--- config.mk ---
export PLATFORM = sky130hd
export DESIGN_NAME = trial_division_factorizer
export DESIGN_NICKNAME = d
export VERILOG_FILES = /design/src/rtl/tdf_pkg.sv /design/src/rtl/tdf_div.sv /design/src/rtl/trial_division_factorizer.sv
export SDC_FILE = /design/constraint.sdc
export NUM_CORES = 1
export LEC_CHECK = 0
export ABC_AREA = 1
export BUFFER_PORTS_ARGS = -buffer_cell sky130_fd_sc_hd__buf_2
export CORE_MARGIN = 5
export CORE_UTILIZATION = 40
export CTS_CLUSTER_DIAMETER = 50
export DETAILED_ROUTE_END_ITERATION = 8
export PLACE_DENSITY_LB_ADDON = 0.08
export RECOVER_POWER = 50
export SLEW_MARGIN = 20
export SYNTH_ARGS = -nofsm -noshare
export SYNTH_HDL_FRONTEND = slang
export SYNTH_SLANG_ARGS = --single-unit
--- constraint.sdc ---
create_clock -name clk -period 3.7 [get_ports clk]
set_input_delay 0.555 -clock clk [delete_from_list [all_inputs] [get_ports clk]]
set_output_delay 0.555 -clock clk [all_outputs]
set_load 0.05 [all_outputs]
--- src/rtl/tdf_pkg.sv ---
// Package for the trial-division factoriser.
// Holds the default value width and the exponent constants; depends on nothing.
package tdf_pkg;

	localparam int VALUE_BITS_DEF = 31;
	localparam int EXP_BITS = 5;
	localparam logic [EXP_BITS-1:0] EXP_MAX = 5'd31;

endpackage

--- src/rtl/tdf_div.sv ---
// Bit-serial restoring divider: one quotient bit per cycle.
// The dividend shifts out of a register as the quotient shifts in; uses no package items.
module tdf_div #(
	parameter int VB = 31,
	parameter int DW = 17
) (
	input  logic          clk,
	input  logic          arst_n,
	input  logic          start,
	input  logic [VB-1:0] dividend,
	input  logic [DW-1:0] divisor,
	output logic          done,
	output logic [VB-1:0] quot,
	output logic [DW-1:0] remd
);

	localparam int CW = $clog2(VB + 1);

	logic [CW-1:0] cnt_q;
	logic          done_q;
	logic [VB-1:0] qr_q;
	logic [DW-1:0] pr_q;
	logic [DW:0]   trial;
	logic [DW:0]   diff;
	logic          fits;

	assign trial = {pr_q, qr_q[VB-1]};
	assign diff  = trial - {1'b0, divisor};
	assign fits  = trial >= {1'b0, divisor};

	always_ff @(posedge clk or negedge arst_n) begin
		if (!arst_n) begin
			cnt_q  <= '0;
			done_q <= 1'b0;
		end else begin
			done_q <= 1'b0;
			if (start) begin
				cnt_q <= CW'(VB);
			end else if (cnt_q != '0) begin
				cnt_q <= cnt_q - 1'b1;
				if (cnt_q == CW'(1)) begin
					done_q <= 1'b1;
				end
			end
		end
	end

	always_ff @(posedge clk) begin
		if (start) begin
			qr_q <= dividend;
			pr_q <= '0;
		end else if (cnt_q != '0) begin
			qr_q <= {qr_q[VB-2:0], fits};
			pr_q <= fits ? diff[DW-1:0] : trial[DW-1:0];
		end
	end

	assign done = done_q;
	assign quot = qr_q;
	assign remd = pr_q;

endmodule

--- src/rtl/trial_division_factorizer.sv ---
// Top level of the trial-division factoriser: sequencer, pending result and output register.
// Depends on tdf_pkg and the bit-serial divider tdf_div.
//
//   channel | signals                                   | direction
//   in      | in_valid, in_stall, value                 | beat into the block
//   out     | out_valid, out_stall, prime, exponent,    | beat out of the block
//           | last, empty_res                           |
//
// Each trial division runs in the one shared serial divider.
// Values 0 and 1 need no trial division and give one empty final beat.
// A new value is taken only once every result of the previous one has been loaded.
// Reset clears the sequencer and the output valid flag; a stalled beat holds its fields.
module trial_division_factorizer #(
	parameter int VALUE_BITS = tdf_pkg::VALUE_BITS_DEF
) (
	input  logic                          clk,
	input  logic                          arst_n,
	input  logic                          in_valid,
	output logic                          in_stall,
	input  logic [VALUE_BITS-1:0]         value,
	output logic                          out_valid,
	input  logic                          out_stall,
	output logic [VALUE_BITS-1:0]         prime,
	output logic [tdf_pkg::EXP_BITS-1:0]  exponent,
	output logic                          last,
	output logic                          empty_res
);

	localparam int DW = (VALUE_BITS + 1) / 2 + 1;

	typedef enum logic [2:0] {
		S_IDLE,
		S_CHK,
		S_RMV,
		S_FIN,
		S_PUSH
	} state_t;

	state_t                         state_q;
	state_t                         nxt_q;
	logic                           div_start_q;
	logic [VALUE_BITS-1:0]          rem_q;
	logic [DW-1:0]                  d_q;
	logic [tdf_pkg::EXP_BITS-1:0]   e_q;
	logic                           pend_v_q;
	logic [VALUE_BITS-1:0]          pend_p_q;
	logic [tdf_pkg::EXP_BITS-1:0]   pend_e_q;
	logic [VALUE_BITS-1:0]          push_p_q;
	logic [tdf_pkg::EXP_BITS-1:0]   push_e_q;
	logic                           push_last_q;
	logic                           push_empty_q;
	logic                           out_valid_q;
	logic [VALUE_BITS-1:0]          prime_q;
	logic [tdf_pkg::EXP_BITS-1:0]   exponent_q;
	logic                           last_q;
	logic                           empty_q;

	logic                           div_done;
	logic [VALUE_BITS-1:0]          div_quot;
	logic [DW-1:0]                  div_rem;
	logic                           out_free;
	logic                           d_above;

	tdf_div #(
		.VB(VALUE_BITS),
		.DW(DW)
	) u_div (
		.clk      (clk),
		.arst_n   (arst_n),
		.start    (div_start_q),
		.dividend (rem_q),
		.divisor  (d_q),
		.done     (div_done),
		.quot     (div_quot),
		.remd     (div_rem)
	);

	assign out_free = !out_valid_q || !out_stall;
	assign d_above  = {{(VALUE_BITS-DW){1'b0}}, d_q} > div_quot;
	assign in_stall = state_q != S_IDLE;

	always_ff @(posedge clk or negedge arst_n) begin
		if (!arst_n) begin
			state_q     <= S_IDLE;
			nxt_q       <= S_IDLE;
			div_start_q <= 1'b0;
			pend_v_q    <= 1'b0;
			out_valid_q <= 1'b0;
		end else begin
			div_start_q <= 1'b0;
			if (out_valid_q && !out_stall) begin
				out_valid_q <= 1'b0;
			end
			case (state_q)
				S_IDLE: begin
					if (in_valid) begin
						rem_q    <= value;
						d_q      <= DW'(2);
						pend_v_q <= 1'b0;
						if (value[VALUE_BITS-1:1] == '0) begin
							push_p_q     <= '0;
							push_e_q     <= '0;
							push_last_q  <= 1'b1;
							push_empty_q <= 1'b1;
							nxt_q        <= S_IDLE;
							state_q      <= S_PUSH;
						end else begin
							div_start_q <= 1'b1;
							state_q     <= S_CHK;
						end
					end
				end
				S_CHK: begin
					if (div_done) begin
						if (d_above) begin
							state_q <= S_FIN;
						end else if (div_rem != '0) begin
							d_q         <= d_q + 1'b1;
							div_start_q <= 1'b1;
						end else begin
							rem_q       <= div_quot;
							e_q         <= tdf_pkg::EXP_BITS'(1);
							div_start_q <= 1'b1;
							state_q     <= S_RMV;
						end
					end
				end
				S_RMV: begin
					if (div_done) begin
						if (div_rem == '0) begin
							rem_q       <= div_quot;
							div_start_q <= 1'b1;
							if (e_q != tdf_pkg::EXP_MAX) begin
								e_q <= e_q + 1'b1;
							end
						end else begin
							pend_v_q <= 1'b1;
							pend_p_q <= {{(VALUE_BITS-DW){1'b0}}, d_q};
							pend_e_q <= e_q;
							d_q      <= d_q + 1'b1;
							if (pend_v_q) begin
								push_p_q     <= pend_p_q;
								push_e_q     <= pend_e_q;
								push_last_q  <= 1'b0;
								push_empty_q <= 1'b0;
								nxt_q        <= S_CHK;
								state_q      <= S_PUSH;
							end else begin
								div_start_q <= 1'b1;
								state_q     <= S_CHK;
							end
						end
					end
				end
				S_FIN: begin
					push_empty_q <= 1'b0;
					state_q      <= S_PUSH;
					if (rem_q[VALUE_BITS-1:1] != '0) begin
						if (pend_v_q) begin
							push_p_q    <= pend_p_q;
							push_e_q    <= pend_e_q;
							push_last_q <= 1'b0;
							pend_p_q    <= rem_q;
							pend_e_q    <= tdf_pkg::EXP_BITS'(1);
							rem_q       <= VALUE_BITS'(1);
							nxt_q       <= S_FIN;
						end else begin
							push_p_q    <= rem_q;
							push_e_q    <= tdf_pkg::EXP_BITS'(1);
							push_last_q <= 1'b1;
							nxt_q       <= S_IDLE;
						end
					end else begin
						push_p_q    <= pend_p_q;
						push_e_q    <= pend_e_q;
						push_last_q <= 1'b1;
						nxt_q       <= S_IDLE;
					end
				end
				S_PUSH: begin
					if (out_free) begin
						out_valid_q <= 1'b1;
						prime_q     <= push_p_q;
						exponent_q  <= push_e_q;
						last_q      <= push_last_q;
						empty_q     <= push_empty_q;
						state_q     <= nxt_q;
						if (nxt_q == S_CHK) begin
							div_start_q <= 1'b1;
						end
					end
				end
				default: begin
					state_q <= S_IDLE;
				end
			endcase
		end
	end

	assign out_valid = out_valid_q;
	assign prime     = prime_q;
	assign exponent  = exponent_q;
	assign last      = last_q;
	assign empty_res = empty_q;

`ifndef ASSERT_OFF
	a_empty_is_last: assert property (@(posedge clk) disable iff (!arst_n)
		out_valid && empty_res |-> last && prime == '0 && exponent == '0)
		else $error("empty beat is not a lone final beat");

	a_factor_sane: assert property (@(posedge clk) disable iff (!arst_n)
		out_valid && !empty_res |-> prime[VALUE_BITS-1:1] != '0 && exponent != '0)
		else $error("factor beat with prime below two or zero exponent");

	a_done_in_search: assert property (@(posedge clk) disable iff (!arst_n)
		div_done |-> state_q == S_CHK || state_q == S_RMV)
		else $error("divider finished outside the search");

	a_no_start_in_idle: assert property (@(posedge clk) disable iff (!arst_n)
		div_start_q |-> state_q == S_CHK || state_q == S_RMV)
		else $error("divider started while the search is not running");
`endif

endmodule
==> metrics.md, run 1 <==
| Metric | Value |
|---|---|
| Logic pwr share | `between 40% and 50%` |
| Max Buffers Root-to-Sink | `3` |
| Largest net degree at the start of global routing | `64` |
| Fin. max-slew vios | `60` |
| Row Count | `63` |
| Initial antenna violation count | `0` |
| WL per Instance | `between 15 and 20 um` |
| Fin cells | `about 1,800` |
| Total grt overflow | `0` |
| Setup crit start kind | `input port` |
| Normalized max-slew margin | `-52.0%` |
| Crit path largest cell delay | `about 0.79 ns` |
| Register area share after synthesis | `between 50% and 60%` |
| Syn Inst Count | `roughly 1,300` |
| DR vias/cell | `4.96` |
| Starting Density | `40.3%` |
| WP data arrival | `~3.1 ns` |
| Clock tree sinks | `around 230` |
| Clock tree from TritonCTS | `built` |
| Global-route wire length before repair | `48,300 um` |
| Power per Cell Area | `between 800 and 900 nW/um^2` |
| Detailed-router iteration count before antenna repair | `7` |
| Top cells by area, synth | `edfxtp_1, nand2_1, inv_1, o21ai_0, ha_1` |
| Die area | `33,300 um^2` |
| Clk root buf | `clkbuf_16` |
| Ys async rst share | `6.17%` |
| Max layer used | `met4` |
| WHS Endpoint | `rem_q[0]` |
| Area growth, synth to finish | `14.5%` |
| DP Area | `12,700 um^2` |
| Horiz. Die Dim | `182 um` |
| Critical path class | `in2reg` |
| Core footprint | `29,500 um^2` |
| Clk pin slew, worst setup/hold paths | `around 0.060 ns` |
| Critical-path top delay cell | `clkbuf_1` |
| Flop pwr share | `35.2%` |
| Worst Skew | `0.0258 ns` |
| Gpl congestion | `0.831` |
| Worst path top cell family by delay | `buffers and inverters` |
| Worst path bufs/invs | `4` |
| Post-DRT Antenna Nets | `0` |
| Via count | `9,050` |
| Setup_tns | `0 ns` |
| Reg2Reg Setup Slack | `~0.82 ns` |
| Design Area, Final | `13,600 um^2` |
| Unique masters post-synth | `46` |
| Antenna fix cells | `0` |
| Fraction of layout cells with a size suffix above 1 | `9.19%` |
| Max Fanout on Critical Path | `38` |
| Drt initial violations | `646` |
| Vert. Die Dim | `182 um` |
| Mapped Nets | `approximately 1,400` |
| LEAKAGE | `5.76 nW` |
| Max Cap Violations | `1` |
| DP HPWL | `22,000 um` |
| Total clock buffers created by CTS | `30` |
| Yosys warning count | `0` |
| Synth Area per Inst | `about 8.9 um^2` |
| #FFs+latches synth | `about 230` |
| Wl on met1 | `around 15,000 um` |
| R2r worst-path depth | `5` |
| Placed insts | `1,769` |
| RR Startpoint | `state_q[0]` |
| Synth area leader | `edfxtp_1` |
| CP required | `3.87 ns` |
| Crit path cell chain | `dlygate4sd3_1 -> clkbuf_1 -> inv_1 -> nor3_1 -> clkbuf_2` |
| Hold Crit Class | `in2reg` |
| Synth cell count leaders | `nand2_1, inv_1, edfxtp_1` |
| Period utilization | `between 70% and 80%` |
| Final Setup Violations | `0` |
| Top FF cell, synth | `edfxtp_1` |
| Util after Layout | `46.2%` |
| Clock Latency Late Sink | `0.55 ns` |
| GR Util All Layers | `18.1%` |
| Count of hold-fix buffers inserted at cts | `1` |
| Final Net Count | `1,488` |
| Net Sw Frac | `about two fifths` |
| Clk pwr share | `23.4%` |
| Post-CTS sizing | `0` |
| Post-CTS setup buffer count | `0` |
| Top cell type's share of synthesized area | `49.5%` |
| Met3 wire length | `1370 um` |
| Status | `complete, but fails checks` |
| Post-synth EDFFs | `196` |
| Vias in the first global route | `8,687` |
| Ports | `75` |
| Worst-Margin Slew | `2.28 ns` |
| Hold Path Depth | `3` |
| Most numerous cell in the Yosys netlist | `nand2_1` |
| Syn Std Cell Area | `11,900 um^2` |
| CP Capture Type | `flip-flop` |
| Min-delay src | `value[0]` |
| R2r endpoint | `pend_p_q[11]` |
| Post-route DRC | `0` |
| Port-buffer cells | `74` |
| RSZ-0062 raised after global routing | `false` |
| Min Hold Slack | `0.306 ns` |
| Met2 routed WL | `12,900 um` |
| Final Hold Vio Count | `0` |
| Total internal power | `7.21 mW` |
| NetSw | `~5 mW` |
| Fmax | `338 MHz` |
| Detailed Route WL | `29,800 um` |
| Min Tclk post-route | `2.96 ns` |
| H-tree levels | `1` |
| Worst VDD drop | `0.000584 V` |
| Violated checks | `capacitance limit, slew limit` |
## layout make-up
class                      instances  area (um^2)
sequential                       227         6580
clock buffer                      31          754
timing repair buffer              93          443
clock inverter                    25          245
inverter                         223          837
multi-input combinational        837         4270
tap                              390          488
fill                            2975        15900
## kinds of logic (layout without fill, tap and decap cells)
logic type / after synthesis / in the layout / share of synthesized area (%)
and+or+nand+nor: 530 / 530 / 19.3
buffers and inverters: 269 / 372 / 8.87
AOI/OAI and AO/OA: 258 / 258 / 11.5
DFF: 227 / 227 / 55.3
adders and majority gates: 41 / 41 / 4.38
xor gates and xnor gates: 8 / 8 / 0.589
## power groups by stage
stage | combinational [mW] | sequential, mW | clock (mW)
3_3_place_gp | 5.05 | 4.33 | 0
3_5_place_dp | 5.09 | 4.35 | 0
5_1_grt | 5.86 | 4.39 | 3.05
6_report | 5.05 | 4.30 | 2.86
4_1_cts | 5.12 | 4.30 | 2.94
2_1_floorplan | 3.80 | 4.25 | 0
## flip-flops by register name (all words and copies together) (netlist names), 17 cells and up
register    flops
u_div.quot     31
push_p_q       31
rem_q          31
u_div.remd     17
d_q            17
prime          31
pend_p_q       31
## worst max-delay path by stage
stage / start / to / slack [ns] / cells past startpoint
CTS: state_q[2] / push_p_q[5] / 0.93 / 7
global placement: state_q[2] / d_q[2] / 0.99 / 9
detailed placement: state_q[2] / push_p_q[5] / 0.92 / 7
floorplan: state_q[2] / push_e_q[0] / 0.07 / 6
finish: arst_n / prime[3] / 0.74 / 5
global route: arst_n / prime[7] / 0.41 / 5
## placed cells by master (no fill, tap or decap), drive strengths merged, types with 5 or more instances in the layout
master  instances
a21oi          41
buf            45
clkbuf         78
clkinv         17
dfrtp          14
dfxtp          17
edfxtp        196
ha             40
inv           226
nand2         317
nand3          67
nand4          23
nor2           92
nor3           17
nor4            5
o21ai         175
o22ai          30
xnor2           6
## per-layer routing
layer  vias to the layer above  global-route usage [%]
met5                         -                       0
met4                         0                    4.32
met3                        44                    2.35
met2                       196                    27.8
met1                      4175                    27.3
li1                       4635                       -
## worst register-to-register path, cell delays in order (launching register included)
cell,delay [ns]
dfrtp_1,0.46
inv_1,0.12
nor3_1,0.15
clkbuf_1,0.69
clkbuf_2,0.95
o21ai_0,0.23
## metrics by stage
stage,setup WS [ns],power (mW)
floorplan,0.0672,8.05
global placement,0.994,9.38
detailed placement,0.921,9.44
CTS,0.928,12.4
global route,0.407,13.3
finish,0.741,12.2
Power figures use the tool's default switching activity.
==> run 2, diff against run 1 <==
==> constraint.sdc (replaced) <==
create_clock -name clk -period 2.4 [get_ports clk]
set_input_delay 0.36 -clock clk [delete_from_list [all_inputs] [get_ports clk]]
set_output_delay 0.36 -clock clk [all_outputs]
set_load 0.05 [all_outputs]
==> run 2 against run 1 <==
Against the previous run:
- the flow now finishes without violations
- register-to-register slack worse by 0.76 ns
- setup slack worse by 0.68 ns
- routed wire length up 0.49%
- design area rose by 5.6%
- combinational power up 77%
- via count grew 1.8%
- count of clock-buffer cells in the layout is 6 higher
- worst hold slack lost 0.21 ns
- core utilization increased by 2.6 points
- flip-flop and latch count did not move
- sequential power is 51% higher
- critical path type is now reg2reg
==> metrics.md, run 2 (synthesis results as in run 1) <==
| Metric | Value |
|---|---|
| Met2 routed WL | `13,400 um (+4.2%)` |
| Status | `finished, final reports clean` |
| Normalized max-slew margin | `22.0% (+74 points)` |
| Max layer used | `met4` |
| Port-buffer cells | `74 (unchanged)` |
| Util after Layout | `48.7% (+2.6 points)` |
| GR Util All Layers | `17.5% (-0.60 points)` |
| WL per Instance | `15.9 um (-2.4%)` |
| Min Tclk post-route | `2.34 ns` |
| Row Count | `63 (unchanged)` |
| Post-route DRC | `0 (unchanged)` |
| R2r endpoint | `rem_q[14]` |
| Hold Path Depth | `3 (unchanged)` |
| Die area | `33,300 um^2 (unchanged)` |
| Fmax | `427 MHz` |
| Filler cell count | `2,840 (-4.5%)` |
| Hold Crit Class | `in2reg` |
| Clk root buf | `clkbuf_16` |
| Final Hold Vio Count | `0 (unchanged)` |
| Worst path top cell family by delay | `simple AND/OR/NAND/NOR gates` |
| Vias in the first global route | `8,742 (+0.63%)` |
| Total clock buffers created by CTS | `28 (-6.7%)` |
| Fraction of layout cells with a size suffix above 1 | `14.6% (+5.4 points)` |
| H-tree levels | `1 (unchanged)` |
| Total grt overflow | `0 (unchanged)` |
| Worst Skew | `0.0212 ns (-0.00454 ns)` |
| Area growth, synth to finish | `20.9%` |
| Setup crit start kind | `flip-flop` |
| CP most frequent cell | `nand2_1` |
| Worst-Margin Slew | `1.17 ns (-1.11 ns)` |
| Reg2Reg Setup Slack | `0.06 ns (-0.76 ns)` |
| Clock tree sinks | `227 (unchanged)` |
| Commonest non-fill, non-tap cell in the layout | `nand2_1` |
| Global-route wire length before repair | `47,000 um (-2.5%)` |
| Critical-path top delay cell | `edfxtp_1` |
| Max Fanout on Critical Path | `8 (-79%)` |
| Max Cap Violations | `0 (-1)` |
| Register Area | `6580 um^2 (about the same)` |
| Max Buffers Root-to-Sink | `3 (unchanged)` |
| Min-delay src | `out_stall` |
| Detailed-router iteration count before antenna repair | `6 (-1)` |
| Starting Density | `40.3% (unchanged)` |
| Drt initial violations | `749 (+16%)` |
| CP required | `2.69 ns (-1.18 ns)` |
| Met3 wire length | `1420 um (+4.0%)` |
| Antenna fix cells | `0 (unchanged)` |
| WP data arrival | `2.64 ns (-0.49 ns)` |
| Period utilization | `97.6%` |
| Clock Latency Late Sink | `0.54 ns (about the same)` |
| Fin. max-slew vios | `0 (-100%)` |
| RSZ-0062 raised after global routing | `true` |
| Min Hold Slack | `0.0970 ns (-0.209 ns)` |
| Worst VDD drop | `0.000793 V (+36%)` |
| Detailed Route WL | `29,900 um (+0.49%)` |
| Commonest non-fill, non-tap cells in the layout | `nand2_1, inv_1, edfxtp_1` |
| Power per Cell Area | `1380 nW/um^2 (+53%)` |
| Setup_tns | `0 ns (unchanged)` |
| Final Net Count | `1,545 (+3.8%)` |
| Critical path class | `reg2reg` |
| Largest net degree at the start of global routing | `73 (+14%)` |
| Worst setup margin | `0.0585 ns (-0.682 ns)` |
| CP Capture Type | `flip-flop` |
| Clock tree from TritonCTS | `built` |
| Core footprint | `29,500 um^2 (unchanged)` |
| R2r worst-path depth | `13 (+8)` |
| Vert. Die Dim | `182 um (unchanged)` |
| Worst path bufs/invs | `3 (-1)` |
| Final Setup Violations | `0 (unchanged)` |
| Pre-CTS setup slack | `0.0228 ns (-0.898 ns)` |
| DP HPWL | `21,700 um (-1.2%)` |
| Ports | `75 (unchanged)` |
| Multi-input gate area | `4460 um^2 (+4.4%)` |
| RR Startpoint | `d_q[11]` |
| Crit path cell chain | `ha_1 -> nand2_2 -> nor2_2 -> inv_1 -> nor2_2 -> nand2_1 -> nand2_1 -> nand2_1 -> nand2_2 -> nand3_2 -> nand4_1 -> clkinvlp_4 -> clkbuf_16` |
| Crit path largest cell delay | `0.46 ns (-0.33 ns)` |
| Via count | `9,214 (+1.8%)` |
| Gpl congestion | `0.904 (+8.8%)` |
| Clk pin slew, worst setup/hold paths | `0.06 ns (about the same)` |
| WHS Endpoint | `out_valid` |
| Wl on met1 | `14,400 um (-2.6%)` |
| Post-DRT Antenna Nets | `0 (unchanged)` |
| LEAKAGE | `6.06 nW (+5.1%)` |
| Initial antenna violation count | `0 (unchanged)` |
| DR vias/cell | `4.90 (-1.2%)` |
| Horiz. Die Dim | `182 um (unchanged)` |
[run 2: cell types whose count changed in the layout (fill, tap and decap cells not counted), moves of 5 or more]
cell | before | now
buf_4 | 11 | 54
clkbuf_1 | 45 | 50
ha_1 | 40 | 34
nor2_1 | 89 | 83
nor2_2 | 2 | 8
buf_12 | 0 | 8
ha_4 | 0 | 6
[run 2: worst max-delay path by stage]
stage                     from  slack [ns]  cells after the start          end
floorplan           state_q[2]        0.03                      6  push_e_q[0]
global placement       d_q[14]        0.05                     12     rem_q[2]
detailed placement     d_q[14]        0.02                     12     rem_q[2]
CTS                    d_q[14]       0.005                     12    rem_q[10]
global route           d_q[14]       -0.09                     13    rem_q[13]
finish                 d_q[11]        0.06                     13    rem_q[14]
[run 2: area by class of cell]
cell class	count	share of cell area (%)
Sequential cell	227	45.8
Multi-Input combinational cell	838	31.0
Timing Repair Buffer	151	7.30
Inverter	223	5.88
Clock buffer	37	5.40
Tap cell	390	3.40
Clock inverter	15	1.26
[run 2: layer usage]
layer	vias up	GRT usage (%)
met5	-	0
met4	0	4.59
met3	40	2.39
met2	194	27.6
met1	4234	25.5
li1	4746	-
[run 2: timing repair]
action                     CTS  global route
buffers inserted             0            17
resized for setup            0            32
setup endpoints to repair    0           130
hold endpoints to repair    14             0
hold buffers                 1             0
[run 2: tightest hold or removal path: cells and delay by family]
family / cells / cell delay (ns)
buf+inv: 1 / 0.08
simple gates: 2 / 0.16
[run 2: metrics by stage]
| stage | power (mW) | instance area, um^2 | std cells |
|---|---|---|---|
| 5_1_grt | 21.4 | 14400 | 1881 |
| 3_3_place_gp | 14.8 | 13100 | 1806 |
| 2_1_floorplan | 12.4 | 11900 | 1333 |
| 3_5_place_dp | 14.9 | 13100 | 1806 |
| 6_report | 19.8 | 14400 | 1881 |
| 4_1_cts | 19.2 | 14000 | 1859 |
[run 2: power breakdown]
part | total, mW | switching, mW | internal [mW]
Sequential | 6.50 | 0.622 | 5.88
Clock | 4.32 | 1.70 | 2.62
Combinational | 8.96 | 5.61 | 3.35
Total | 19.8 | 7.93 | 11.9
